**config.mk**
```make
export PLATFORM = sky130hd
export DESIGN_NAME = gscp_exp2
export DESIGN_NICKNAME = d
export VERILOG_FILES = /design/src/sv/gscp_pkg.sv /design/src/sv/gscp_exp2.sv
export SDC_FILE = /design/constraint.sdc
export NUM_CORES = 2
export LEC_CHECK = 0
export ABC_CLOCK_PERIOD_IN_PS = 9700
export CAP_MARGIN = 25
export CELL_PAD_IN_SITES_DETAIL_PLACEMENT = 2
export CELL_PAD_IN_SITES_GLOBAL_PLACEMENT = 2
export CORE_UTILIZATION = 44
export DETAILED_ROUTE_END_ITERATION = 8
export DONT_BUFFER_PORTS = 1
export GPL_ROUTABILITY_DRIVEN = 0
export GPL_TIMING_DRIVEN = 0
export PLACE_DENSITY_LB_ADDON = 0.1
export SETUP_SLACK_MARGIN = 0.4
export SYNTH_ARGS = -nofsm -noshare
export SYNTH_HDL_FRONTEND = slang
export SYNTH_SLANG_ARGS = --single-unit
```
**constraint.sdc**
```tcl
create_clock -name clk -period 9.7 [get_ports clk]
set_clock_uncertainty 0.2 [all_clocks]
set_input_delay 0.97 -clock clk [delete_from_list [all_inputs] [get_ports clk]]
set_output_delay 0.97 -clock clk [all_outputs]
set_load 0.05 [all_outputs]
```
**src/sv/gscp_pkg.sv**
```systemverilog
// ----------------------------------------------------------------------------
// gscp_pkg
// types, codes and constant tables of the gas sensor curve block
// ----------------------------------------------------------------------------
package gscp_pkg;

  localparam int DIV_W  = 40;
  localparam int DVS_W  = 16;
  localparam int DCNT_W = $clog2(DIV_W + 1);
  localparam int LG_W   = 21;
  localparam int EXM_W  = 31;
  localparam int CFG_IDX_W = 3;
  localparam int CFG_DATA_W = 16;
  localparam logic [19:0] PPM_MAX = 20'hFFFFF;

  typedef enum logic [CFG_IDX_W-1:0] {
    REG_MODE       = 3'd0,
    REG_LOAD_RES   = 3'd1,
    REG_CLEAN_AIR  = 3'd2,
    REG_CURVE_CONC = 3'd3,
    REG_CURVE_RAT  = 3'd4,
    REG_SLOPE      = 3'd5
  } cfg_reg_t;

  typedef enum logic [1:0] {
    STAT_OK          = 2'd0,
    STAT_SAT         = 2'd1,
    STAT_ZERO_PARAM  = 2'd2,
    STAT_ZERO_SAMPLE = 2'd3
  } status_t;

  typedef enum logic [3:0] {
    S_IDLE,
    S_RS_DIV,
    S_ACC,
    S_MEAN_DIV,
    S_MEAN_CHK,
    S_RO_DIV,
    S_LOG_MEAN,
    S_LOG_RO,
    S_NUM,
    S_E_DIV,
    S_T_MUL,
    S_EXP_SEL,
    S_EXP,
    S_FIN
  } top_st_t;

  typedef enum logic [1:0] {
    LG_IDLE,
    LG_NORM,
    LG_SQ
  } log_st_t;

  typedef struct packed {
    logic             start;
    logic [DIV_W-1:0] dividend;
    logic [DVS_W-1:0] divisor;
  } div_req_t;

  typedef struct packed {
    logic             done;
    logic [DIV_W-1:0] quotient;
  } div_rsp_t;

  typedef struct packed {
    logic        start;
    logic [31:0] value;
  } lg_req_t;

  typedef struct packed {
    logic            done;
    logic [LG_W-1:0] result;
  } lg_rsp_t;

  typedef struct packed {
    logic        start;
    logic [15:0] frac;
  } ex_req_t;

  typedef struct packed {
    logic             done;
    logic [EXM_W-1:0] mant;
  } ex_rsp_t;

  // 2^(2^-(k+1)) in q30
  function automatic logic [EXM_W-1:0] exp2_tab(input logic [3:0] k);
    logic [EXM_W-1:0] v;
    case (k)
      4'd0:    v = 31'd1518500250;
      4'd1:    v = 31'd1276901417;
      4'd2:    v = 31'd1170923762;
      4'd3:    v = 31'd1121280437;
      4'd4:    v = 31'd1097253707;
      4'd5:    v = 31'd1085434098;
      4'd6:    v = 31'd1079572136;
      4'd7:    v = 31'd1076653034;
      4'd8:    v = 31'd1075196443;
      4'd9:    v = 31'd1074468888;
      4'd10:   v = 31'd1074105294;
      4'd11:   v = 31'd1073923544;
      4'd12:   v = 31'd1073832680;
      4'd13:   v = 31'd1073787251;
      4'd14:   v = 31'd1073764537;
      default: v = 31'd1073753181;
    endcase
    return v;
  endfunction

endpackage

```
**src/sv/gscp_exp2.sv**
```systemverilog
// ----------------------------------------------------------------------------
// gscp_exp2
// 2^frac in q30, one fraction bit and one table factor per cycle
// ----------------------------------------------------------------------------
module gscp_exp2
  import gscp_pkg::*;
(
  input  logic    clk,
  input  logic    rst_n,
  input  ex_req_t req,
  output ex_rsp_t rsp
);

  logic [EXM_W-1:0]   m_r, m_nxt;
  logic [15:0]        f_r, f_nxt;
  logic [3:0]         idx_r, idx_nxt;
  logic               busy_r, busy_nxt;
  logic               done_r, done_nxt;
  logic [2*EXM_W-1:0] prod;

  always_comb begin
    prod     = m_r * exp2_tab(idx_r);
    m_nxt    = m_r;
    f_nxt    = f_r;
    idx_nxt  = idx_r;
    busy_nxt = busy_r;
    done_nxt = 1'b0;
    if (req.start) begin
      m_nxt    = EXM_W'(1) << 30;
      f_nxt    = req.frac;
      idx_nxt  = '0;
      busy_nxt = 1'b1;
    end else if (busy_r) begin
      if (f_r[15]) begin
        m_nxt = prod[30+EXM_W-1:30];
      end
      f_nxt   = {f_r[14:0], 1'b0};
      idx_nxt = idx_r + 4'd1;
      if (idx_r == 4'd15) begin
        busy_nxt = 1'b0;
        done_nxt = 1'b1;
      end
    end
  end

  always_ff @(posedge clk) begin
    if (!rst_n) begin
      busy_r <= 1'b0;
      done_r <= 1'b0;
      idx_r  <= '0;
    end else begin
      busy_r <= busy_nxt;
      done_r <= done_nxt;
      idx_r  <= idx_nxt;
    end
  end

  always_ff @(posedge clk) begin
    m_r <= m_nxt;
    f_r <= f_nxt;
  end

  assign rsp.done = done_r;
  assign rsp.mant = m_r;

endmodule

```
# --- Word-level counts from Yosys, hierarchy flattened ---
# Memories as Yosys holds them, arrays and structs flattened. A register that Yosys moved wholly into a read port is not among the register bits.
# Cells that the tools add are included.
# Widths: inputs -> output; s select.
word_totals:
  regBits: 53
  mem_bits_ro: 464
  in_bits: 19
  out_inout_bits: 32
  word_cells: 23
  n_memories: 1
op_classes:
  add_sub_neg: 1
  multipliers: 1
  n_eq_ne: 1
  muxes: 8
  n_bitwise: 2
  reduce_logical: 4
mem_list:
  columns: ["name", "words", "width", "rd", "rd_clocked_by_memory_dff", "wr", "line_no", "source"]
  rows:
  - ["(name not given)", 16, 29, 1, 1, 0, "gscp_pkg.sv:89", "case (k)"]
op_table:
  columns: ["op", "n"]
  rows:
  - ["$mul 31x31->61", 1]
  - ["$mux 16", 2]
  - ["$mux 4", 2]
  - ["$add 4x1->4 const B", 1]
  - ["$eq 4x4->1 const B", 1]
  - ["$mux 1", 4]
  - ["$reduce_or 3->1", 1]
  - ["$not 1->1", 2]
  - ["$reduce_and 2->1", 1]
  - ["$reduce_bool 2->1", 1]
  - ["$reduce_or 2->1", 1]

# --- Depth between registers and ports, before layout ---
logic_depth:
  depth_word: 4
  ltp_mapped: 29
  ltp_nobuf: 28

# --- Least setup slack after synthesis ---
# Ideal clock, no wire load.
synth_path:
  path_type: "register to register"
  start: "register m_r[27]"
  end: "register m_r[25]"
  setup_time_ns: 0.133
  arrival_ns: 7.266
  required_ns: 9.367
  path_slack_ns: 2.101
  path_stages_with_launch: 27
  path_buffers: 3
  period_less_slack_ns: 7.599
  path_cell_list: "dfxtp_1 clkbuf_1 clkbuf_1 nand2_1 fa_1 fa_1 fa_1 fa_1 inv_1 fa_1 fa_1 fa_1 inv_1 fa_1 inv_1 ha_1 buf_2 a21oi_2 o21ai_0 and3_1 nor3_2 o21a_2 nand2_2 a31o_4 a31o_4 mux2i_1 o32ai_1"
synth_between:
  elab_chain_cells: 1
synth_lines:
  columns: ["item", "line_no", "source"]
  rows:
  - ["start: declaration", "gscp_exp2.sv:14", "logic [EXM_W-1:0] m_r, m_nxt;"]
  - ["start signal: assignment", "gscp_exp2.sv:59", "m_r <= m_nxt;"]
  - ["$mul 31x31->61", "gscp_exp2.sv:22", "prod = m_r * exp2_tab(idx_r);"]
# Every way passes these cells.
# A chain may end at the register's enable or synchronous reset.

==> results by group <==
Outcome
  • Status: completed

Route
  • DRT Pass-1 Iters: 7
  • ANT nets after route: 0
  • Vias per cell: 5.867
  • Final WL: approximately 150 mm
  • Vias: ~27000
  • Drt first-iter violations: about 2000
  • DRC: 0
  • WL/cell: 33.21 um

Floorplan
  • Total Die Area: around 0.076 mm2
  • Ports: 51
  • Initial Util: 0.4445
  • Die width: roughly 280 um
  • Rows: 100
  • Total core area: roughly 0.074 mm2
  • Die Ht: between 200 and 300 um

Cells and area
  • Final nets: ~4800
  • Share of layout cells above drive strength 1: 0.04659
  • FILL cells: between 8000 and 9000
  • Area grow syn2layout: 6.011%
  • Multi-input logic area: between 0.02 and 0.03 mm2
  • Sequential cell area: approximately 0.0018 mm2

GRT
  • Initial antenna violation count: 29
  • Vias in the first global route: approximately 32000
  • Largest net degree at the start of global routing: 17
  • Total track usage: 0.4150
  • Final global-route overflow total: 0
  • First-pass GRT wire length: approximately 220 mm

Logic synthesis
  • Yosys top cell area share: 0.4879
  • Top post-synthesis cells by area: fa_1 49%, ha_1 11%, and2_1 9.1%
  • Post-synth top flop: dfxtp_1
  • Avg Cell Area, Syn: 9.145 um2
  • Cell variety after synth: 75
  • Synth area leader: fa_1
  • Syn. warnings: 0
  • Post-synth ARST share: 0
  • Number of synthesized flops with an enable pin: 16
  • Number of synthesized register bits: 82
  • Syn Inst Count: ~3600
  • Register area share after synthesis: 0.05454
  • Cell Area, Synth: 0.03303 mm2
  • Net Count, Synth: ~4700

Worst setup path
  • Worst path bufs/invs: 2
  • Slowest stage delay, CP: about 0.84 ns
  • CP top delay family: adder cells
  • Crit path required time: between 9 and 10 ns
  • Critical Path Most Common Cell: fa_1
  • Setup crit end kind: flip-flop
  • Cell Chain, Critical Path: clkbuf_1, nand2_1, fa_1, fa_1, inv_1, fa_1, fa_1, fa_1, fa_1, fa_1, fa_1, ha_1, and2_1, nand4_1, nor2_1, o31ai_4, a2111oi_4, nor2_1, o21ai_1, nor2_1, a211oi_1
  • Worst EP arrival: roughly 9.4 ns
  • Crit Path Class: reg -> reg
  • Crit path max fanout: 10
  • Slowest stage cell, crit path: clkbuf_1
  • Startpoint Class: flip-flop

Worst hold path
  • Hold Crit Class: reg -> reg
  • Hold path start: idx_r[3]$_SDFFE_PP0P_

STA
  • Unrepaired setup endpoints after global routing: no
  • Max-slew violation count: 0
  • Final setup TNS: 0 ns
  • Final setup violation count: 0
  • Crit share post-route: 0.9601
  • Worst-margin pin slew: approximately 1.2 ns
  • Tmin final: 9.313 ns
  • Relative slew slack: 0.2007
  • Final hold violation count: 0
  • FMAX: 107.4 MHz

Job
  • # Max-Cap Violations: 0

Clocking
  • Reg clk slew, reported paths: 0.06 ns
  • H-tree depth: 3
  • Clock root cell: clkbuf_16
  • CTS tree: done
  • Clock Path Buffers: 2
  • Worst-Skew Late Latency: 0.41 ns
  • Total CTS buffers: 9
  • Clk sinks: just over 80

Placement
  • HPWL Detailed: roughly 130 mm
  • PortBufs: 0
==> synth_stat cells, types with 3 or more instances <==
cell type and number:
clkbuf_1 200, a21oi_1 87, nor2b_1 7, nand2_1 527, nor4_1 3, a21oi_2 4
nor3_1 16, nand3_1 20, ha_1 282, xor2_1 13, a211oi_1 13, a31oi_1 10
nor2_1 54, a21o_1 27, xnor2_1 19, buf_2 6, o21bai_1 7, o21ai_0 37
dfxtp_1 66, o221ai_1 3, and3_1 8, and2_1 480, fa_1 805, a41oi_1 3
o21a_1 4, nand4_1 13, edfxtp_1 16, inv_1 788, mux2_2 16, o21ai_1 9
o211ai_1 5, o22ai_1 5
==> metal layers <==
layer,vias up,track usage,share of wire
met1,14500,0.4736,0.35
met4,12,0.3457,0.10
met3,616,0.07361,0.074
li1,10720,-,-
met2,1341,0.6811,0.47
met5,-,0,0.00075
==> worst min-delay path, delay by kind of cell, from the launching register on <==
family	cells	cell delay [ns]
flops	1	0.35
simple gates	2	0.11
==> final timing paths <==
kind	slack (ns)	end	cells past startpoint
max	0.39	m_r[30]$_SDFFE_PP1P_	21
min	0.30	done_r$_SDFF_PP0_	2
max reg2reg	0.39	m_r[30]$_SDFFE_PP1P_	21
min reg2reg	0.30	done_r$_SDFF_PP0_	2
==> cells by family after synthesis <==
group,after synthesis,synth area share
simple gates,1149,0.1733
fa+ha+maj,1087,0.5947
buf+inv,998,0.1140
mux,18,0.006060
xor+xnor,32,0.008485
flops,82,0.05454
compound gates,246,0.04901
==> stage by stage <==
| step | utilization | worst slack [ns] | hold WS [ns] | instance area, um2 | std cells |
|---|---|---|---|---|---|
| floorplan | - | 2.101 | 0.2631 | 33030 | 3612 |
| global placement | 0.4608 | -0.4215 | 0.2849 | 34250 | 4581 |
| detailed placement | 0.4634 | -0.6449 | 0.2971 | 34440 | 4594 |
| CTS | 0.4683 | 0.3966 | 0.3058 | 34800 | 4611 |
| global route | 0.4706 | 0.3838 | 0.3381 | 34980 | 4618 |
| finish | 0.4712 | 0.3872 | 0.2991 | 35020 | 4634 |
==> cells in the final DEF (no fill, tap or decap), types with 7 or more instances in the layout <==
| cell type | n |
|---|---|
| a211oi_1 | 13 |
| a21o_1 | 27 |
| a21oi_1 | 86 |
| a31oi_1 | 10 |
| and2_1 | 480 |
| and3_1 | 8 |
| buf_2 | 9 |
| buf_8 | 19 |
| clkbuf_1 | 135 |
| clkbuf_16 | 10 |
| clkbuf_2 | 56 |
| dfxtp_1 | 49 |
| dfxtp_2 | 17 |
| diode_2 | 16 |
| edfxtp_1 | 16 |
| fa_1 | 805 |
| ha_1 | 282 |
| inv_1 | 788 |
| mux2_2 | 16 |
| nand2_1 | 527 |
| nand3_1 | 20 |
| nand4_1 | 13 |
| nor2_1 | 54 |
| nor2b_1 | 7 |
| nor3_1 | 16 |
| o21ai_0 | 36 |
| o21ai_1 | 10 |
| o21bai_1 | 7 |
| xnor2_1 | 19 |
| xor2_1 | 13 |
==> repair_timing <==
item	in CTS	in global routing
setup buffers	1	0
endpoints found under the setup margin	28	17
endpoints found under the hold margin	0	0
pin swaps	1	0
resized for setup	51	93
hold buffers	0	0
==> cell type report <==
| type | instances | area share |
|---|---|---|
| antenna | 16 | 0.001143 |
| buffer | 208 | 0.02576 |
| clock buffer | 11 | 0.007253 |
| clock inverter | 5 | 0.001108 |
| inverter | 790 | 0.08468 |
| multi-input combinational | 2532 | 0.7847 |
| sequential | 82 | 0.05206 |
| tap | 969 | 0.03462 |
| timing repair buffer | 21 | 0.008682 |
Power is left out: the tool's default activity adds up to more than one toggle a clock period on the data nets, which glitch-free logic cannot reach.
