--- config.mk ---
export PLATFORM = sky130hd
export DESIGN_NAME = gscp_log2
export DESIGN_NICKNAME = d
export VERILOG_FILES = /design/src/sv/gscp_pkg.sv /design/src/sv/gscp_log2.sv
export SDC_FILE = /design/constraint.sdc
export NUM_CORES = 2
export LEC_CHECK = 0
export ABC_AREA = 1
export BUFFER_PORTS_ARGS = -buffer_cell sky130_fd_sc_hd__buf_4
export CORE_MARGIN = 2
export CORE_UTILIZATION = 70
export CTS_CLUSTER_DIAMETER = 80
export DETAILED_ROUTE_END_ITERATION = 8
export GPL_ROUTABILITY_DRIVEN = 0
export HOLD_SLACK_MARGIN = 0.06
export PLACE_DENSITY_LB_ADDON = 0.05
export SLEW_MARGIN = 20
export SYNTH_ARGS = -nofsm -noshare
export SYNTH_HDL_FRONTEND = slang
export SYNTH_SLANG_ARGS = --single-unit
--- constraint.sdc ---
create_clock -name clk -period 20.6 [get_ports clk]
set_clock_uncertainty 0.15 [all_clocks]
set_input_delay 0 -clock clk [delete_from_list [all_inputs] [get_ports clk]]
set_output_delay 0 -clock clk [all_outputs]
set_load 0.03 [all_outputs]
--- src/sv/gscp_pkg.sv ---
// ----------------------------------------------------------------------------
// gscp_pkg
// types, codes and constant tables of the gas sensor curve block
// ----------------------------------------------------------------------------
package gscp_pkg;

  localparam int DIV_W  = 40;
  localparam int DVS_W  = 16;
  localparam int DCNT_W = $clog2(DIV_W + 1);
  localparam int LG_W   = 21;
  localparam int EXM_W  = 31;
  localparam int CFG_IDX_W = 3;
  localparam int CFG_DATA_W = 16;
  localparam logic [19:0] PPM_MAX = 20'hFFFFF;

  typedef enum logic [CFG_IDX_W-1:0] {
    REG_MODE       = 3'd0,
    REG_LOAD_RES   = 3'd1,
    REG_CLEAN_AIR  = 3'd2,
    REG_CURVE_CONC = 3'd3,
    REG_CURVE_RAT  = 3'd4,
    REG_SLOPE      = 3'd5
  } cfg_reg_t;

  typedef enum logic [1:0] {
    STAT_OK          = 2'd0,
    STAT_SAT         = 2'd1,
    STAT_ZERO_PARAM  = 2'd2,
    STAT_ZERO_SAMPLE = 2'd3
  } status_t;

  typedef enum logic [3:0] {
    S_IDLE,
    S_RS_DIV,
    S_ACC,
    S_MEAN_DIV,
    S_MEAN_CHK,
    S_RO_DIV,
    S_LOG_MEAN,
    S_LOG_RO,
    S_NUM,
    S_E_DIV,
    S_T_MUL,
    S_EXP_SEL,
    S_EXP,
    S_FIN
  } top_st_t;

  typedef enum logic [1:0] {
    LG_IDLE,
    LG_NORM,
    LG_SQ
  } log_st_t;

  typedef struct packed {
    logic             start;
    logic [DIV_W-1:0] dividend;
    logic [DVS_W-1:0] divisor;
  } div_req_t;

  typedef struct packed {
    logic             done;
    logic [DIV_W-1:0] quotient;
  } div_rsp_t;

  typedef struct packed {
    logic        start;
    logic [31:0] value;
  } lg_req_t;

  typedef struct packed {
    logic            done;
    logic [LG_W-1:0] result;
  } lg_rsp_t;

  typedef struct packed {
    logic        start;
    logic [15:0] frac;
  } ex_req_t;

  typedef struct packed {
    logic             done;
    logic [EXM_W-1:0] mant;
  } ex_rsp_t;

  // 2^(2^-(k+1)) in q30
  function automatic logic [EXM_W-1:0] exp2_tab(input logic [3:0] k);
    logic [EXM_W-1:0] v;
    case (k)
      4'd0:    v = 31'd1518500250;
      4'd1:    v = 31'd1276901417;
      4'd2:    v = 31'd1170923762;
      4'd3:    v = 31'd1121280437;
      4'd4:    v = 31'd1097253707;
      4'd5:    v = 31'd1085434098;
      4'd6:    v = 31'd1079572136;
      4'd7:    v = 31'd1076653034;
      4'd8:    v = 31'd1075196443;
      4'd9:    v = 31'd1074468888;
      4'd10:   v = 31'd1074105294;
      4'd11:   v = 31'd1073923544;
      4'd12:   v = 31'd1073832680;
      4'd13:   v = 31'd1073787251;
      4'd14:   v = 31'd1073764537;
      default: v = 31'd1073753181;
    endcase
    return v;
  endfunction

endpackage

--- src/sv/gscp_log2.sv ---
// ----------------------------------------------------------------------------
// gscp_log2
// iterative log2 in q16: shift-normalize, then one squaring per fraction bit
// ----------------------------------------------------------------------------
module gscp_log2
  import gscp_pkg::*;
(
  input  logic    clk,
  input  logic    rst_n,
  input  lg_req_t req,
  output lg_rsp_t rsp
);

  log_st_t     st_r, st_nxt;
  logic [31:0] m_r, m_nxt;
  logic [4:0]  n_r, n_nxt;
  logic [15:0] frac_r, frac_nxt;
  logic [3:0]  cnt_r, cnt_nxt;
  logic        done_r, done_nxt;
  logic [63:0] sq;
  logic [32:0] sq_top;

  always_comb begin
    sq       = m_r * m_r;
    sq_top   = sq[63:31];
    st_nxt   = st_r;
    m_nxt    = m_r;
    n_nxt    = n_r;
    frac_nxt = frac_r;
    cnt_nxt  = cnt_r;
    done_nxt = 1'b0;
    unique case (st_r)
      LG_IDLE: begin
        if (req.start) begin
          m_nxt  = req.value;
          n_nxt  = 5'd31;
          st_nxt = LG_NORM;
        end
      end
      LG_NORM: begin
        if (m_r[31]) begin
          cnt_nxt  = '0;
          frac_nxt = '0;
          st_nxt   = LG_SQ;
        end else begin
          m_nxt = {m_r[30:0], 1'b0};
          n_nxt = n_r - 5'd1;
        end
      end
      LG_SQ: begin
        frac_nxt = {frac_r[14:0], sq_top[32]};
        m_nxt    = sq_top[32] ? sq_top[32:1] : sq_top[31:0];
        cnt_nxt  = cnt_r + 4'd1;
        if (cnt_r == 4'd15) begin
          done_nxt = 1'b1;
          st_nxt   = LG_IDLE;
        end
      end
      default: st_nxt = LG_IDLE;
    endcase
  end

  always_ff @(posedge clk) begin
    if (!rst_n) begin
      st_r   <= LG_IDLE;
      done_r <= 1'b0;
      cnt_r  <= '0;
    end else begin
      st_r   <= st_nxt;
      done_r <= done_nxt;
      cnt_r  <= cnt_nxt;
    end
  end

  always_ff @(posedge clk) begin
    m_r    <= m_nxt;
    n_r    <= n_nxt;
    frac_r <= frac_nxt;
  end

  assign rsp.done   = done_r;
  assign rsp.result = {n_r, frac_r};

endmodule

### After elaboration in Yosys (flattened, before gate mapping)

Index checks and enable logic that the tools add are counted.
W data, S select, Z words.

| word-level totals | value |
|---|---|
| flip-flop bits (word level) | 60 |
| output and inout port bits | 22 |
| logic and storage cells | 43 |

| cells by class | value |
|---|---|
| add/sub/neg operators | 2 |
| multiply operators | 1 |
| equal/unequal tests | 7 |
| multiplexer cells | 16 |
| reductions and logical operators | 10 |

Operators by type and width:

| operator | number |
|---|---|
| $mux W32 | 3 |
| $pmux W32 S3 | 1 |
| $mul A32 B32 Y64 | 1 |
| $pmux W16 S2 | 1 |
| $mux W16 | 1 |
| $mux W5 | 2 |
| $pmux W5 S2 | 1 |
| $reduce_and A3 Y1 | 3 |
| $ne A2 B2 Y1 const B | 4 |
| $pmux W4 S2 | 1 |
| $mux W2 | 3 |
| $pmux W2 S3 | 1 |
| $reduce_and A2 Y1 | 3 |
| $sub A5 B1 Y5 const B | 1 |
| $add A4 B1 Y4 const B | 1 |
| $eq A4 B4 Y1 const B | 1 |
| $mux W4 | 1 |
| $reduce_bool A2 Y1 | 2 |
| $reduce_bool A3 Y1 | 1 |
| $eq A2 B1 Y1 const B | 1 |
| $eq A2 B2 Y1 const B | 1 |
| $logic_not A2 Y1 | 1 |
| $mux W1 | 1 |

### Depth between registers and ports, before layout

| logic depth | value |
|---|---|
| depth after elaboration | 3 |
| mapped depth | 37 |

### Worst setup path before layout

OpenSTA, ideal clock, no wires.

| timing path | value |
|---|---|
| kind | reg-to-reg |
| start | register m_r[12] |
| end | register m_r[5] (data pin) |
| setup time | 0.254 ns |
| arrival | 6.824 ns |
| data required time | 20.196 ns |
| slack | 13.372 ns |
| stages on the path, launching flop included | 33 |
| path buffers | 4 |
| cell sequence | edfxtp_1 > clkbuf_1 > clkbuf_1 > buf_1 > nand2_1 > fa_1 > inv_1 > fa_1 > fa_1 > inv_1 > fa_1 > inv_1 > fa_1 > inv_1 > fa_1 > inv_1 > fa_1 > fa_1 > ha_1 > nand2_1 > nor2_1 > nand2_1 > nor2_1 > nand2_1 > nand2_1 > nand2_2 > nand2_1 > nand2_1 > nand2_2 > buf_4 > nand2_1 > nand3_1 > nand2_1 |

| between the ends | value |
|---|---|
| longest elaborated chain between the ends | 3 |

RTL lines:

| element | line | text |
|---|---|---|
| start, declared | gscp_log2.sv:15 | `logic [31:0] m_r, m_nxt;` |
| start signal, assigned | gscp_log2.sv:76 | `m_r <= m_nxt;` |
| $mul A32 B32 Y64 | gscp_log2.sv:24 | `sq = m_r * m_r;` |
| $mux W32 | gscp_log2.sv:52 | `m_nxt = sq_top[32] ? sq_top[32:1] : sq_top[31:0];` |
| $pmux W32 S3 | gscp_log2.sv:32 | `unique case (st_r)` |
| via m_nxt[5] | gscp_log2.sv:15 |  |

The timed path passes the listed nets, and every way through them passes these cells.
A chain may end at the register's enable or synchronous reset.

### Final worst setup path

| timing path | value |
|---|---|
| start | register m_r[11] |
| end | register m_r[9] (data pin) |

The elaborated chain is that of the path after synthesis.

==> results.md <==
- DP HPWL: ~74 mm
- Largest family of logic cells by synthesized area: adder cells
- Outcome: finished, final reports clean
- Critical path's largest stage delay: slightly below 0.9 ns
- RR Endpoint: m_r[9]
- Number of synthesized register bits: 60
- Via-to-Cell Ratio: around 5.3
- Fin cells: 5117
- IO Port Bufs: 56
- Final slew viol count: 0
- Total routed wirelength: 91.3 mm
- Number of DRC markers in iteration 0: 2211
- Reg2reg setup slack: 12.02 ns
- WP data arrival: 8.53 ns
- Min Tclk post-route: between 8 and 9 ns
- Initial cell density of the core: 70.9%
- Synth Area in Compound Gates: 2.35%
- R2R depth: 29
- Adder-cell share of the synthesized area: between 50% and 60%
- Worst min path class: reg2reg
- Share of layout cells above drive strength 1: 3.05%
- Pre-CTS WS: approximately 12 ns
- Yosys warnings: 0
- Reg-to-Reg Start: m_r[11]
- Maxcap violations: 0
- Final WS setup: roughly 12 ns
- CTS Root Cell: clkbuf_16
- CTS H-tree lvls: 3
- Die width: 226 um
- CTS Buf Count: 9
- Area of the core: between 40000 and 50000 sq um
- Async S/R FF share, synth: 0%
- Met3 Use GR: under 10%
- Cell taking the most area after synthesis: fa_1
- Syn-to-layout area delta: 4.75%
- Crit path launch type: flop
- Mux cell area share after synthesis: 0%
- DRC violations left: 0
- Antenna violations before repair: 1
- Fmax: 117 MHz
- Relative slew slack: 24.1%
- Synth Area in Simple Gates: 17.0%
- Met1 Use GR: 49.3%
- Grt ovf: 0
- Clock Path Buffers: 2
- Grt peak-use layer: met2
- Diode count: 0
- Top cell by count, worst path: nand2_1
- RSZ-0062 raised after global routing: false
- Largest net degree at the start of global routing: 36
- Ys flop type: edfxtp_1
- Total global routing track utilization: between 30% and 40%
- Synthesized net count: 5568
- Critical-path cell with the highest stage delay: edfxtp_1
- Setup Viol. Count Final: 0
- Syn_area_per_cell: 7.80 sq um
- Share of the synthesized area in the top cell type: 45.8%
- Nets: 5580
- Required time worst endpoint: 20.56 ns
- TritonCTS clock tree: built
- Hold path depth: 2
- Setup_tns: 0 ns
- I/O pin count: 57
- Die H: 226 um
- First-pass GRT wire length: approximately 150 mm
- Worst-path fanout max: 31
- Worst skew pair latency: 0.36 ns
- Hold Startpoint: cnt_r[1]
- Tcrit/Tclk final: between 40% and 50%
- Sinks on Clock Net: 60
- Cell count after synthesis: 4436
- Clk slew on worst S/H paths: 0.06 ns
- Crit path kind: reg2reg
- First-pass iteration count of the detailed router: 6
- Worst slack on hold paths: ~0.34 ns
- Number of global-route vias before repair: 29100
- DR vias: roughly 27000
- Mapped Area: around 35000 sq um
- Post-synthesis sequential area ratio: 5.00%
- Wire length per cell: 17.9 um
- Xor/xnor share of the synthesized area: between 1 and 1.5%
- Crit end category: flop
- Met2 Use GR: 64.0%
- # rows: 81
- DP Cell Count: between 5000 and 6000
- Slew @ Worst Pin: 1.14 ns
- Synth area leaders: fa_1 46%, inv_1 16%, nand2_1 13%
- Post-synth EDFFs: 53
- Die area: 51200 sq um
- Antenna-violating nets left: 0
- Hold EP: cnt_r[1]
- Final Hold Vio Count: 0
- Count of different cell masters after synthesis: 37
- # Post-CTS Setup Buffers: 0
==> cell usage in the layout (no fill, tap or decap), types with 7 or more instances in the layout <==
master | synthesis | final
nor3_1 | 34 | 34
nand4_1 | 14 | 14
buf_4 | 4 | 93
a21oi_1 | 90 | 90
nand2_1 | 1160 | 1160
dfxtp_1 | 7 | 7
clkbuf_16 | 0 | 9
o21bai_1 | 24 | 24
o21ai_0 | 13 | 13
nand3_1 | 97 | 97
edfxtp_1 | 53 | 53
inv_1 | 1467 | 1467
nand3b_1 | 15 | 15
nor2_1 | 146 | 145
ha_1 | 306 | 306
fa_1 | 791 | 791
dlygate4sd3_1 | 0 | 35
xor2_1 | 33 | 33
xnor2_1 | 18 | 18
==> Yosys cell counts (all sizes together) (14+ instances only) <==
| cell type | count |
|---|---|
| inv | 1471 |
| nand2 | 1165 |
| fa | 791 |
| ha | 306 |
| nor2 | 149 |
| nand3 | 97 |
| clkbuf | 92 |
| a21oi | 91 |
| edfxtp | 53 |
| buf | 35 |
| nor3 | 35 |
| xor2 | 34 |
| o21bai | 24 |
| xnor2 | 18 |
| nand3b | 15 |
| nand4 | 14 |
| o21ai | 14 |
==> logic make-up (layout without fill, tap and decap cells) <==
| family | Yosys count | in the layout |
|---|---|---|
| AOI/OAI and AO/OA | 142 | 142 |
| and+or+nand+nor | 1487 | 1487 |
| xor gates and xnor gates | 52 | 52 |
| adders and majority gates | 1097 | 1097 |
| buffers and inverters | 1598 | 1615 |
| DFF | 60 | 60 |
==> stage by stage <==
step / area [sq um] / util, %
2_1_floorplan: 34600 / -
3_3_place_gp: 35600 / 72.9
3_5_place_dp: 35600 / 72.9
4_1_cts: 36300 / 74.2
5_1_grt: 36300 / 74.2
6_report: 36300 / 74.2
==> routing by layer <==
layer	wire length (um)	part of all wire, %
met2	43700	48
met3	7910	8.7
met5	13	0.014
met1	34600	38
met4	5140	5.6
==> layout make-up <==
class                      instances  area (sq um)
multi-input combinational       2778         26800
tap                              664           831
timing repair buffer             128          1050
clock inverter                     7          60.1
fill                            3895         12600
inverter                        1471          5520
clock buffer                       9           225
sequential                        60          1730
==> sequential cells by signal (all words and copies together) (netlist names) <==
name	count
cnt_r	4
done_r	1
st_r	2
n_r	5
m_r	32
frac_r	16
==> critical path: cells and delay by family (launching register included) <==
family	cells	cell delay, ns
adders and majority gates	9	4.44
and+or+nand+nor	14	2.03
buffers and inverters	6	0.79
DFF	1	0.89
==> how the worst max path moves through the flow <==
stage                     cells after the start     end  slack [ns]  startpoint
after floorplan                              32  m_r[5]       13.37     m_r[12]
after global placement                       29  m_r[8]       12.28      m_r[9]
after detailed placement                     29  m_r[9]       12.18     m_r[11]
after CTS                                    29  m_r[9]       12.14     m_r[11]
after global routing                         31  m_r[9]       11.65     m_r[11]
final                                        29  m_r[9]       12.02     m_r[11]
==> repair_timing <==
item | 4_1_cts | 5_1_grt
endpoints found under the hold margin | 40 | 0
resized for setup | 0 | 0
hold buffers | 35 | 0
Power is not shown: default switching activity piles up to over one toggle a cycle in this logic, so the estimate is an artifact.
