<file path="src/sv/gscp_pkg.sv">
// ----------------------------------------------------------------------------
// gscp_pkg
// types, codes and constant tables of the gas sensor curve block
// ----------------------------------------------------------------------------
package gscp_pkg;

  localparam int DIV_W  = 40;
  localparam int DVS_W  = 16;
  localparam int DCNT_W = $clog2(DIV_W + 1);
  localparam int LG_W   = 21;
  localparam int EXM_W  = 31;
  localparam int CFG_IDX_W = 3;
  localparam int CFG_DATA_W = 16;
  localparam logic [19:0] PPM_MAX = 20'hFFFFF;

  typedef enum logic [CFG_IDX_W-1:0] {
    REG_MODE       = 3'd0,
    REG_LOAD_RES   = 3'd1,
    REG_CLEAN_AIR  = 3'd2,
    REG_CURVE_CONC = 3'd3,
    REG_CURVE_RAT  = 3'd4,
    REG_SLOPE      = 3'd5
  } cfg_reg_t;

  typedef enum logic [1:0] {
    STAT_OK          = 2'd0,
    STAT_SAT         = 2'd1,
    STAT_ZERO_PARAM  = 2'd2,
    STAT_ZERO_SAMPLE = 2'd3
  } status_t;

  typedef enum logic [3:0] {
    S_IDLE,
    S_RS_DIV,
    S_ACC,
    S_MEAN_DIV,
    S_MEAN_CHK,
    S_RO_DIV,
    S_LOG_MEAN,
    S_LOG_RO,
    S_NUM,
    S_E_DIV,
    S_T_MUL,
    S_EXP_SEL,
    S_EXP,
    S_FIN
  } top_st_t;

  typedef enum logic [1:0] {
    LG_IDLE,
    LG_NORM,
    LG_SQ
  } log_st_t;

  typedef struct packed {
    logic             start;
    logic [DIV_W-1:0] dividend;
    logic [DVS_W-1:0] divisor;
  } div_req_t;

  typedef struct packed {
    logic             done;
    logic [DIV_W-1:0] quotient;
  } div_rsp_t;

  typedef struct packed {
    logic        start;
    logic [31:0] value;
  } lg_req_t;

  typedef struct packed {
    logic            done;
    logic [LG_W-1:0] result;
  } lg_rsp_t;

  typedef struct packed {
    logic        start;
    logic [15:0] frac;
  } ex_req_t;

  typedef struct packed {
    logic             done;
    logic [EXM_W-1:0] mant;
  } ex_rsp_t;

  // 2^(2^-(k+1)) in q30
  function automatic logic [EXM_W-1:0] exp2_tab(input logic [3:0] k);
    logic [EXM_W-1:0] v;
    case (k)
      4'd0:    v = 31'd1518500250;
      4'd1:    v = 31'd1276901417;
      4'd2:    v = 31'd1170923762;
      4'd3:    v = 31'd1121280437;
      4'd4:    v = 31'd1097253707;
      4'd5:    v = 31'd1085434098;
      4'd6:    v = 31'd1079572136;
      4'd7:    v = 31'd1076653034;
      4'd8:    v = 31'd1075196443;
      4'd9:    v = 31'd1074468888;
      4'd10:   v = 31'd1074105294;
      4'd11:   v = 31'd1073923544;
      4'd12:   v = 31'd1073832680;
      4'd13:   v = 31'd1073787251;
      4'd14:   v = 31'd1073764537;
      default: v = 31'd1073753181;
    endcase
    return v;
  endfunction

endpackage

</file>
<file path="src/sv/gscp_div.sv">
// ----------------------------------------------------------------------------
// gscp_div
// bit-serial restoring divider, one quotient bit per cycle
// ----------------------------------------------------------------------------
module gscp_div
  import gscp_pkg::*;
(
  input  logic     clk,
  input  logic     rst_n,
  input  div_req_t req,
  output div_rsp_t rsp
);

  logic [DIV_W-1:0]  quo_r, quo_nxt;
  logic [DVS_W-1:0]  rem_r, rem_nxt;
  logic [DVS_W-1:0]  dvs_r, dvs_nxt;
  logic [DCNT_W-1:0] cnt_r, cnt_nxt;
  logic              busy_r, busy_nxt;
  logic              done_r, done_nxt;
  logic [DVS_W:0]    trial;
  logic [DVS_W:0]    trial_sub;
  logic              q_bit;

  always_comb begin
    trial     = {rem_r, quo_r[DIV_W-1]};
    trial_sub = trial - {1'b0, dvs_r};
    q_bit     = (trial >= {1'b0, dvs_r});
    quo_nxt   = quo_r;
    rem_nxt   = rem_r;
    dvs_nxt   = dvs_r;
    cnt_nxt   = cnt_r;
    busy_nxt  = busy_r;
    done_nxt  = 1'b0;
    if (req.start) begin
      quo_nxt  = req.dividend;
      rem_nxt  = '0;
      dvs_nxt  = req.divisor;
      cnt_nxt  = DCNT_W'(DIV_W);
      busy_nxt = 1'b1;
    end else if (busy_r) begin
      quo_nxt = {quo_r[DIV_W-2:0], q_bit};
      rem_nxt = q_bit ? trial_sub[DVS_W-1:0] : trial[DVS_W-1:0];
      cnt_nxt = cnt_r - DCNT_W'(1);
      if (cnt_r == DCNT_W'(1)) begin
        busy_nxt = 1'b0;
        done_nxt = 1'b1;
      end
    end
  end

  always_ff @(posedge clk) begin
    if (!rst_n) begin
      busy_r <= 1'b0;
      done_r <= 1'b0;
      cnt_r  <= '0;
    end else begin
      busy_r <= busy_nxt;
      done_r <= done_nxt;
      cnt_r  <= cnt_nxt;
    end
  end

  always_ff @(posedge clk) begin
    quo_r <= quo_nxt;
    rem_r <= rem_nxt;
    dvs_r <= dvs_nxt;
  end

  assign rsp.done     = done_r;
  assign rsp.quotient = quo_r;

endmodule

</file>
<file path="config.mk">
export PLATFORM = sky130hd
export DESIGN_NAME = gscp_div
export DESIGN_NICKNAME = d
export VERILOG_FILES = /design/src/sv/gscp_pkg.sv /design/src/sv/gscp_div.sv
export SDC_FILE = /design/constraint.sdc
export NUM_CORES = 1
export LEC_CHECK = 0
export BUFFER_PORTS_ARGS = -buffer_cell sky130_fd_sc_hd__clkbuf_2
export CAP_MARGIN = 20
export CORE_MARGIN = 2
export CORE_UTILIZATION = 45
export CTS_CLUSTER_SIZE = 20
export DETAILED_ROUTE_END_ITERATION = 10
export PLACE_DENSITY = 0.69
export SYNTH_ARGS = -nofsm -noshare
export SYNTH_HDL_FRONTEND = slang
export SYNTH_SLANG_ARGS = --single-unit
</file>
<file path="constraint.sdc">
create_clock -name clk -period 5.7 [get_ports clk]
set_clock_uncertainty 0.1 [all_clocks]
set_input_delay 1.425 -clock clk [delete_from_list [all_inputs] [get_ports clk]]
set_output_delay 1.425 -clock clk [all_outputs]
set_load 0.005 [all_outputs]
</file>
### Yosys cells after proc, flatten, opt, wreduce, memory -nomap -nowiden

Index checks and enable logic that the tools add are counted.
W data, S select, Z words.

| storage, ports and cells | value |
|---|---|
| bits in registers | 80 |
| output and inout port bits | 41 |
| bits of input ports | 59 |

| operators by class | value |
|---|---|
| bitwise gates (word level) | 2 |
| order comparisons | 1 |
| multiplexer cells | 9 |
| reductions and logical operators | 3 |
| add/sub/neg operators | 2 |
| eq/ne operators | 1 |

Operators with widths:

| operator | number |
|---|---|
| $mux W40 | 2 |
| $ge A17 B16 Y1 | 1 |
| $mux W16 | 1 |
| $sub A16 B16 Y16 | 1 |
| $mux W6 | 2 |
| $eq A6 B1 Y1 const B | 1 |
| $sub A6 B1 Y6 const B | 1 |
| $mux W1 | 4 |
| $reduce_or A3 Y1 | 1 |
| $not A1 Y1 | 2 |
| $reduce_bool A2 Y1 | 1 |
| $reduce_or A2 Y1 | 1 |

### Logic depth before layout (Yosys ltp)

Gate-level depths: netlist of the first run.

| logic depth | value |
|---|---|
| depth in word-level cells | 4 |
| gate-level depth with buffers | 11 |

### Worst setup path after synthesis of the first run

OpenSTA, ideal clock, no wires.

| timing path | value |
|---|---|
| kind | input -> register |
| start | input port req[56] in the netlist's numbering |
| end | register quo_r[0] (enable) |
| arrival | 2.987 ns |
| slack | 2.218 ns |
| stages on the path | 4 |
| library setup time | 0.394 ns |
| required time | 5.206 ns |
| cell sequence | clkbuf_1 -> clkbuf_1 -> nor2_1 -> inv_1 |

| on the way | value |
|---|---|
| word-level cells in the longest chain between the ends | 1 |

RTL lines:

| element | line | RTL |
|---|---|---|
| from (decl) | gscp_div.sv:10 | `input div_req_t req,` |
| $reduce_bool A2 Y1 (no line) | -- |  |
| to (signal assigned) | gscp_div.sv:64 | `quo_r <= quo_nxt;` |
| to (decl) | gscp_div.sv:14 | `logic [DIV_W-1:0] quo_r, quo_nxt;` |

No other way between the ends.
A chain may end at the register's enable or synchronous reset.

### Worst setup path in the final report of the first run

| timing path | value |
|---|---|
| start | input port req[56] in the netlist's numbering |
| end | register quo_r[2] (data pin) |

| on the way | value |
|---|---|
| word-level cells in the longest chain between the ends | 1 |

RTL lines:

| element | line | RTL |
|---|---|---|
| $mux W40 | gscp_div.sv:34 | `if (req.start) begin` |
| via quo_nxt[2] | gscp_div.sv:14 |  |

The timed path passes the listed nets, and every way through them passes these cells.

==> results of run 1 <==
==> state kept, by name, summed over array words and instances, names as in the netlist <==
register and count:
done_r 1, busy_r 1, quo_r 40, rem_r 16, dvs_r 16, cnt_r 6
==> synthesized netlist by cell type, drive strengths merged (3+ instances only) <==
master	count	area [um^2]
dfxtp	24	480
mux2i	10	100
nand3	10	50.1
a21o	4	30.0
nand2	20	75.1
inv	24	90.1
xor2	6	52.6
a211oi	13	103
nor2	33	124
mux2	40	450
nand4	4	25.0
xnor2	11	96.3
o21ai	11	55.1
nor2b	3	18.8
clkbuf	7	26.3
o211ai	6	45.0
edfxtp	56	1680
buf	10	62.6
a21oi	11	66.3
nor3	8	40.0
ha	18	225
==> metal layers <==
metal	up-vias	wire length [um]	track usage	part of all wire
met1	1422	3830	0.229	0.46
met2	78	3790	0.261	0.46
met5	-	0	0	0
met4	0	93	0.0674	0.011
li1	1512	-	-	-
met3	6	567	0.0641	0.068
==> where the power goes <==
part / leakage [uW] / switching, uW / internal [uW] / total [uW]
Combinational: 0.00123 / 132 / 124 / 256
Clock: 0.000117 / 224 / 255 / 479
Sequential: 0.000756 / 28.5 / 681 / 709
Total: 0.00210 / 384 / 1060 / 1440
==> worst reg2reg max path, delay by kind of cell (launching register included) <==
family                   cells  cell delay, ns
adder cells (fa/ha/maj)      1            0.28
flip-flops                   1            0.38
AND/OR/NAND/NOR              2            0.38
buffers and inverters        1            0.05
AO/OA/AOI/OAI                5            1.43
==> cell type report <==
type | instances | area [um^2]
Fill cell | 854 | 4140
Sequential cell | 80 | 2160
Multi-Input combinational cell | 240 | 1830
Timing Repair Buffer | 102 | 518
Tap cell | 111 | 139
Clock buffer | 9 | 124
Clock inverter | 7 | 106
Inverter | 24 | 90.1
==> final timing paths <==
path,from,endpoint,slack (ns),depth (start not counted)
worst max-delay path,req[56],quo_r[2],2.62,3
worst min-delay path,cnt_r[1],cnt_r[1],0.40,2
worst max register to register,dvs_r[1],rem_r[11],2.99,9
worst min register to register,cnt_r[1],cnt_r[1],0.40,2
==> through the flow <==
stage	std cells	area, um^2	hold WS (ns)	total power (uW)	utilization
5_1_grt	573	4970	0.427	1520	0.546
6_report	573	4970	0.400	1440	0.546
4_1_cts	573	4970	0.394	1460	0.546
3_3_place_gp	557	4740	0.379	974	0.521
3_5_place_dp	557	4740	0.382	979	0.521
2_1_floorplan	361	4180	0.362	892	-
==> cells by family after synthesis <==
logic type / synth area share
compound gates: 0.114
fa+ha+maj: 0.0587
buf+inv: 0.0429
simple gates: 0.0989
flops: 0.518
mux: 0.132
xor+xnor: 0.0357
==> cells in the final DEF, fill, tap and decap left out, types with 3 or more instances in the layout <==
master,synthesis,routed
nor3_1,8,8
nor2_1,33,33
a211oi_1,12,12
o21ai_0,9,9
a21o_1,4,4
inv_1,24,24
mux2i_1,10,10
a21oi_1,10,10
xor2_1,6,6
mux2_2,40,40
clkbuf_8,0,9
clkbuf_2,0,99
nand3_1,10,10
ha_1,18,18
o211ai_1,6,6
nor2b_1,3,3
inv_6,0,3
nand2_1,20,20
dfxtp_1,24,24
buf_4,1,3
nand4_1,4,4
xnor2_1,11,11
edfxtp_1,56,56
==> qor.yml, run 1 <==
outcome:
  outcome: "finished clean"
drt:
  drc: 0
  finalWirelength_mm: 8.28
  post_drt_wl_per_cell_um: 14.5
  drtAntennaViolNets: 0
  drtIter0Drc: 153
  routed_via_density: 5.27
  vias: 3018
  dr.pass1.iters: 4
critical_path:
  cp_top_family: "buffers and inverters"
  critPathBufInv: 2
  crit_chain: "clkbuf_2 > buf_4 > mux2_2"
  crit_type: "in -> reg"
  startpoint_type: "input port"
  cp.required_ns: 5.71
  cpPeakStageDelay_ns: 0.75
  worst-path-max-fanout: 42
  cp.arrival_ns: 3.09
  cp-end-kind: "register"
  crit_slowest_cell: "clkbuf_2"
placed_design:
  gp_congestion: 0.850
  place_ws_ns: 2.21
  hpwlAfterDp_mm: 5.91
  io_buffers: 99
global_route:
  grt_first_pass_wirelength_mm: 13.6
  grt_use_total: 0.174
  grt_pass1_vias: 2889
  grt.overflow.total: 0
  grt_max_degree: 43
  antenna_found_initial: 0
die:
  die_h_um: 100
  die_x_um: 100
  fp.coreArea_um2: 9110
  io_pins: 100
  rows: 35
  dieArea_um2: 10100
  start_util: 0.458
sta:
  setup_viol: 0
  timing.fmax_mhz: 325
  tns_ns: 0
  fin_crit_sh: 0.540
  fin_crit_ns: 3.08
  hold_viol_final: 0
  maxSlewHeadroom: 0.316
  final-max-slew-violation-count: 0
  grt_setup_unrepaired: "false"
  fin_ws_ns: 2.62
  worst-slew-pin-transition_ns: 1.03
cells_and_area:
  finalNetCount: 535
  layout-drive-gt1-share: 0.355
  syn2layout_area_growth_pct: 19.1
  diodes: 0
cts:
  hold_buffers: 0
  cts_max_level: 3
  clkSinkCount: 80
  cts_tree: "yes"
  post_cts_buffers: 0
  clkTransAtPathRegs_ns: 0.08
  root_buffer: "clkbuf_8"
  clk_path_buf_depth: 2
  cts_resized: 0
  cts_buffers: 9
  clkLatencyLatePin_ns: 0.36
synth:
  syn_nets: 439
  synthFlopType: "edfxtp_1"
  avgSynthCellArea_um2: 11.6
  ys_seq_elements: 80
  synthArstFlopShare: 0
  yosysWarnings: 0
  synth_edf_count: 56
  synth_cell_types: 50
  syn-cell-area_um2: 4180
  synth.yosys.seq_area_share: 0.518
  postSynthCellCount: 361
pwr:
  ir_drop_uv: 174
  power.density_nw_per_um2: 290
  leakagePower_uw: 0.00210
run:
  cap_violations: 0
hold_path:
  worstHoldPathType: "reg -> reg"
(Power assumes the default switching activity.)
==> inputs of run 2 (changes only) <==
==> constraint.sdc (replaced) <==
create_clock -name clk -period 3.2 [get_ports clk]
set_clock_uncertainty 0.1 [all_clocks]
set_input_delay 0.8 -clock clk [delete_from_list [all_inputs] [get_ports clk]]
set_output_delay 0.8 -clock clk [all_outputs]
set_load 0.005 [all_outputs]
==> run 2 against run 1 <==
Against the previous run:
- cell count rose by 0.35%
- critical path type is now reg -> reg
- critical endpoint is now rem_r[14]
- via count rose by 2.1%
- non-clock buffer count rose by 2
- sequential share of layout area fell by 0.13 points
- utilization rose by 0.16 points
- critical path depth rose by 7
- die area did not move
- largest cell class unchanged
==> qor.yml, run 2 (same netlist as run 1, synthesis figures left out) <==
cts:
  clk_path_buf_depth: 2
  cts_buffers: 9
  root_buffer: "clkbuf_8"
  hold_buffers: 0
  clkSinkCount: 80
  cts_resized: 0
  post_cts_buffers: 0
  clkLatencyLatePin_ns: 0.35
  cts_max_level: 3
  cts_tree: "yes"
  clkTransAtPathRegs_ns: 0.09
sta:
  grt_setup_unrepaired: "false"
  maxSlewHeadroom: 0.654
  timing.fmax_mhz: 379
  hold_viol_final: 0
  fin_crit_ns: 2.64
  setup_viol: 0
  tns_ns: 0
  final-max-slew-violation-count: 0
  worst-slew-pin-transition_ns: 0.520
  fin_crit_sh: 0.825
placed_design:
  io_buffers: 99
  hpwlAfterDp_mm: 6.25
  post_dp_cell_area_um2: 4760
  gp_congestion: 0.849
outcome:
  outcome: "finished clean"
pwr:
  leakagePower_uw: 0.00211
  switchingPower_uw: 696
  pwr-share-seq: 0.489
  power.density_nw_per_um2: 518
  p_int_uw: 1890
  ir_drop_uv: 294
  clockPowerShare: 0.333
  switching_share: 0.269
  p_comb_frac: 0.178
critical_path:
  cp-end-kind: "register"
  worst-path-max-fanout: 3
  crit_type: "reg -> reg"
  startpoint_type: "register"
  cp.required_ns: 3.32
  cp.arrival_ns: 2.75
cells_and_area:
  finalNetCount: 537
  top_regs: "quo_r x40, dvs_r x16, rem_r x16"
  diodes: 0
  final_cell_area_um2: 4990
  syn2layout_area_growth_pct: 19.5
  largest_register_ffs: 40
  layout_common_cells: "99 x clkbuf_2, 56 x edfxtp_1, 40 x mux2_2"
  max_flop_register: "quo_r"
  layout_commonest_cell: "clkbuf_2"
  layout-drive-gt1-share: 0.358
global_route:
  antenna_found_initial: 0
  grt_max_degree: 41
  grt_first_pass_wirelength_mm: 13.9
  grt_pass1_vias: 2973
  grt_use_total: 0.175
  grt.overflow.total: 0
die:
  die_h_um: 100
  rows: 35
  fp.coreArea_um2: 9110
  die_x_um: 100
  start_util: 0.458
  io_pins: 100
  dieArea_um2: 10100
hold_path:
  worstHoldPathType: "reg -> reg"
drt:
  routed_via_density: 5.36
  post_drt_wl_per_cell_um: 15.0
  dr.pass1.iters: 4
  finalWirelength_mm: 8.63
  drc: 0
  drtAntennaViolNets: 0
  vias: 3081
  drtIter0Drc: 156
run:
  cap_violations: 0
-- run 2: cell count changes in the layout (fill, tap and decap cells not counted) --
cell / delta
buf_4: +2
-- run 2: worst paths after layout --
path,from,slack (ns),to,cells past startpoint
max,quo_r[39],0.56,rem_r[14],10
min,rem_r[0],0.40,rem_r[1],2
max reg2reg,quo_r[39],0.56,rem_r[14],10
min reg2reg,rem_r[0],0.40,rem_r[1],2
-- run 2: final cells by class --
type                            count  area [um^2]
Fill cell                         833         4120
Sequential cell                    80         2160
Multi-Input combinational cell    240         1830
Timing Repair Buffer              104          533
Tap cell                          111          139
Clock buffer                        9          124
Clock inverter                      7          106
Inverter                           24         90.1
-- run 2: critical path: stages, from the launching register on --
cell and delay [ns]:
edfxtp_1 0.39, inv_1 0.06, ha_1 0.22, fa_1 0.40, nor2b_1 0.19, o2111ai_1 0.17
a21oi_1 0.28, o211ai_1 0.13, a21oi_1 0.25, xnor2_1 0.16, o221ai_1 0.15
-- run 2: stage by stage --
stage | hold slack (ns) | total power (uW) | worst slack [ns] | util | instances
2_1_floorplan | 0.362 | 1590 | 0.343 | - | 361
3_3_place_gp | 0.381 | 1740 | 0.654 | 0.522 | 559
3_5_place_dp | 0.399 | 1750 | 0.597 | 0.522 | 559
4_1_cts | 0.400 | 2620 | 0.590 | 0.548 | 575
5_1_grt | 0.431 | 2720 | 0.431 | 0.548 | 575
6_report | 0.400 | 2590 | 0.561 | 0.548 | 575
-- run 2: power groups by stage --
stage	Sequential [uW]	Clock [uW]	Combinational, uW
floorplan	1280	0	308
global placement	1290	0	452
detailed placement	1290	0	460
CTS	1270	888	462
global route	1280	931	513
finish	1270	861	460
-- run 2: per-layer routing --
metal / vias to the layer above / global-route usage / routed length, um
met3: 8 / 0.0557 / 561
met4: 0 / 0.0495 / 85
met5: - / 0 / 0
met1: 1461 / 0.231 / 3890
met2: 87 / 0.278 / 4100
li1: 1525 / - / -
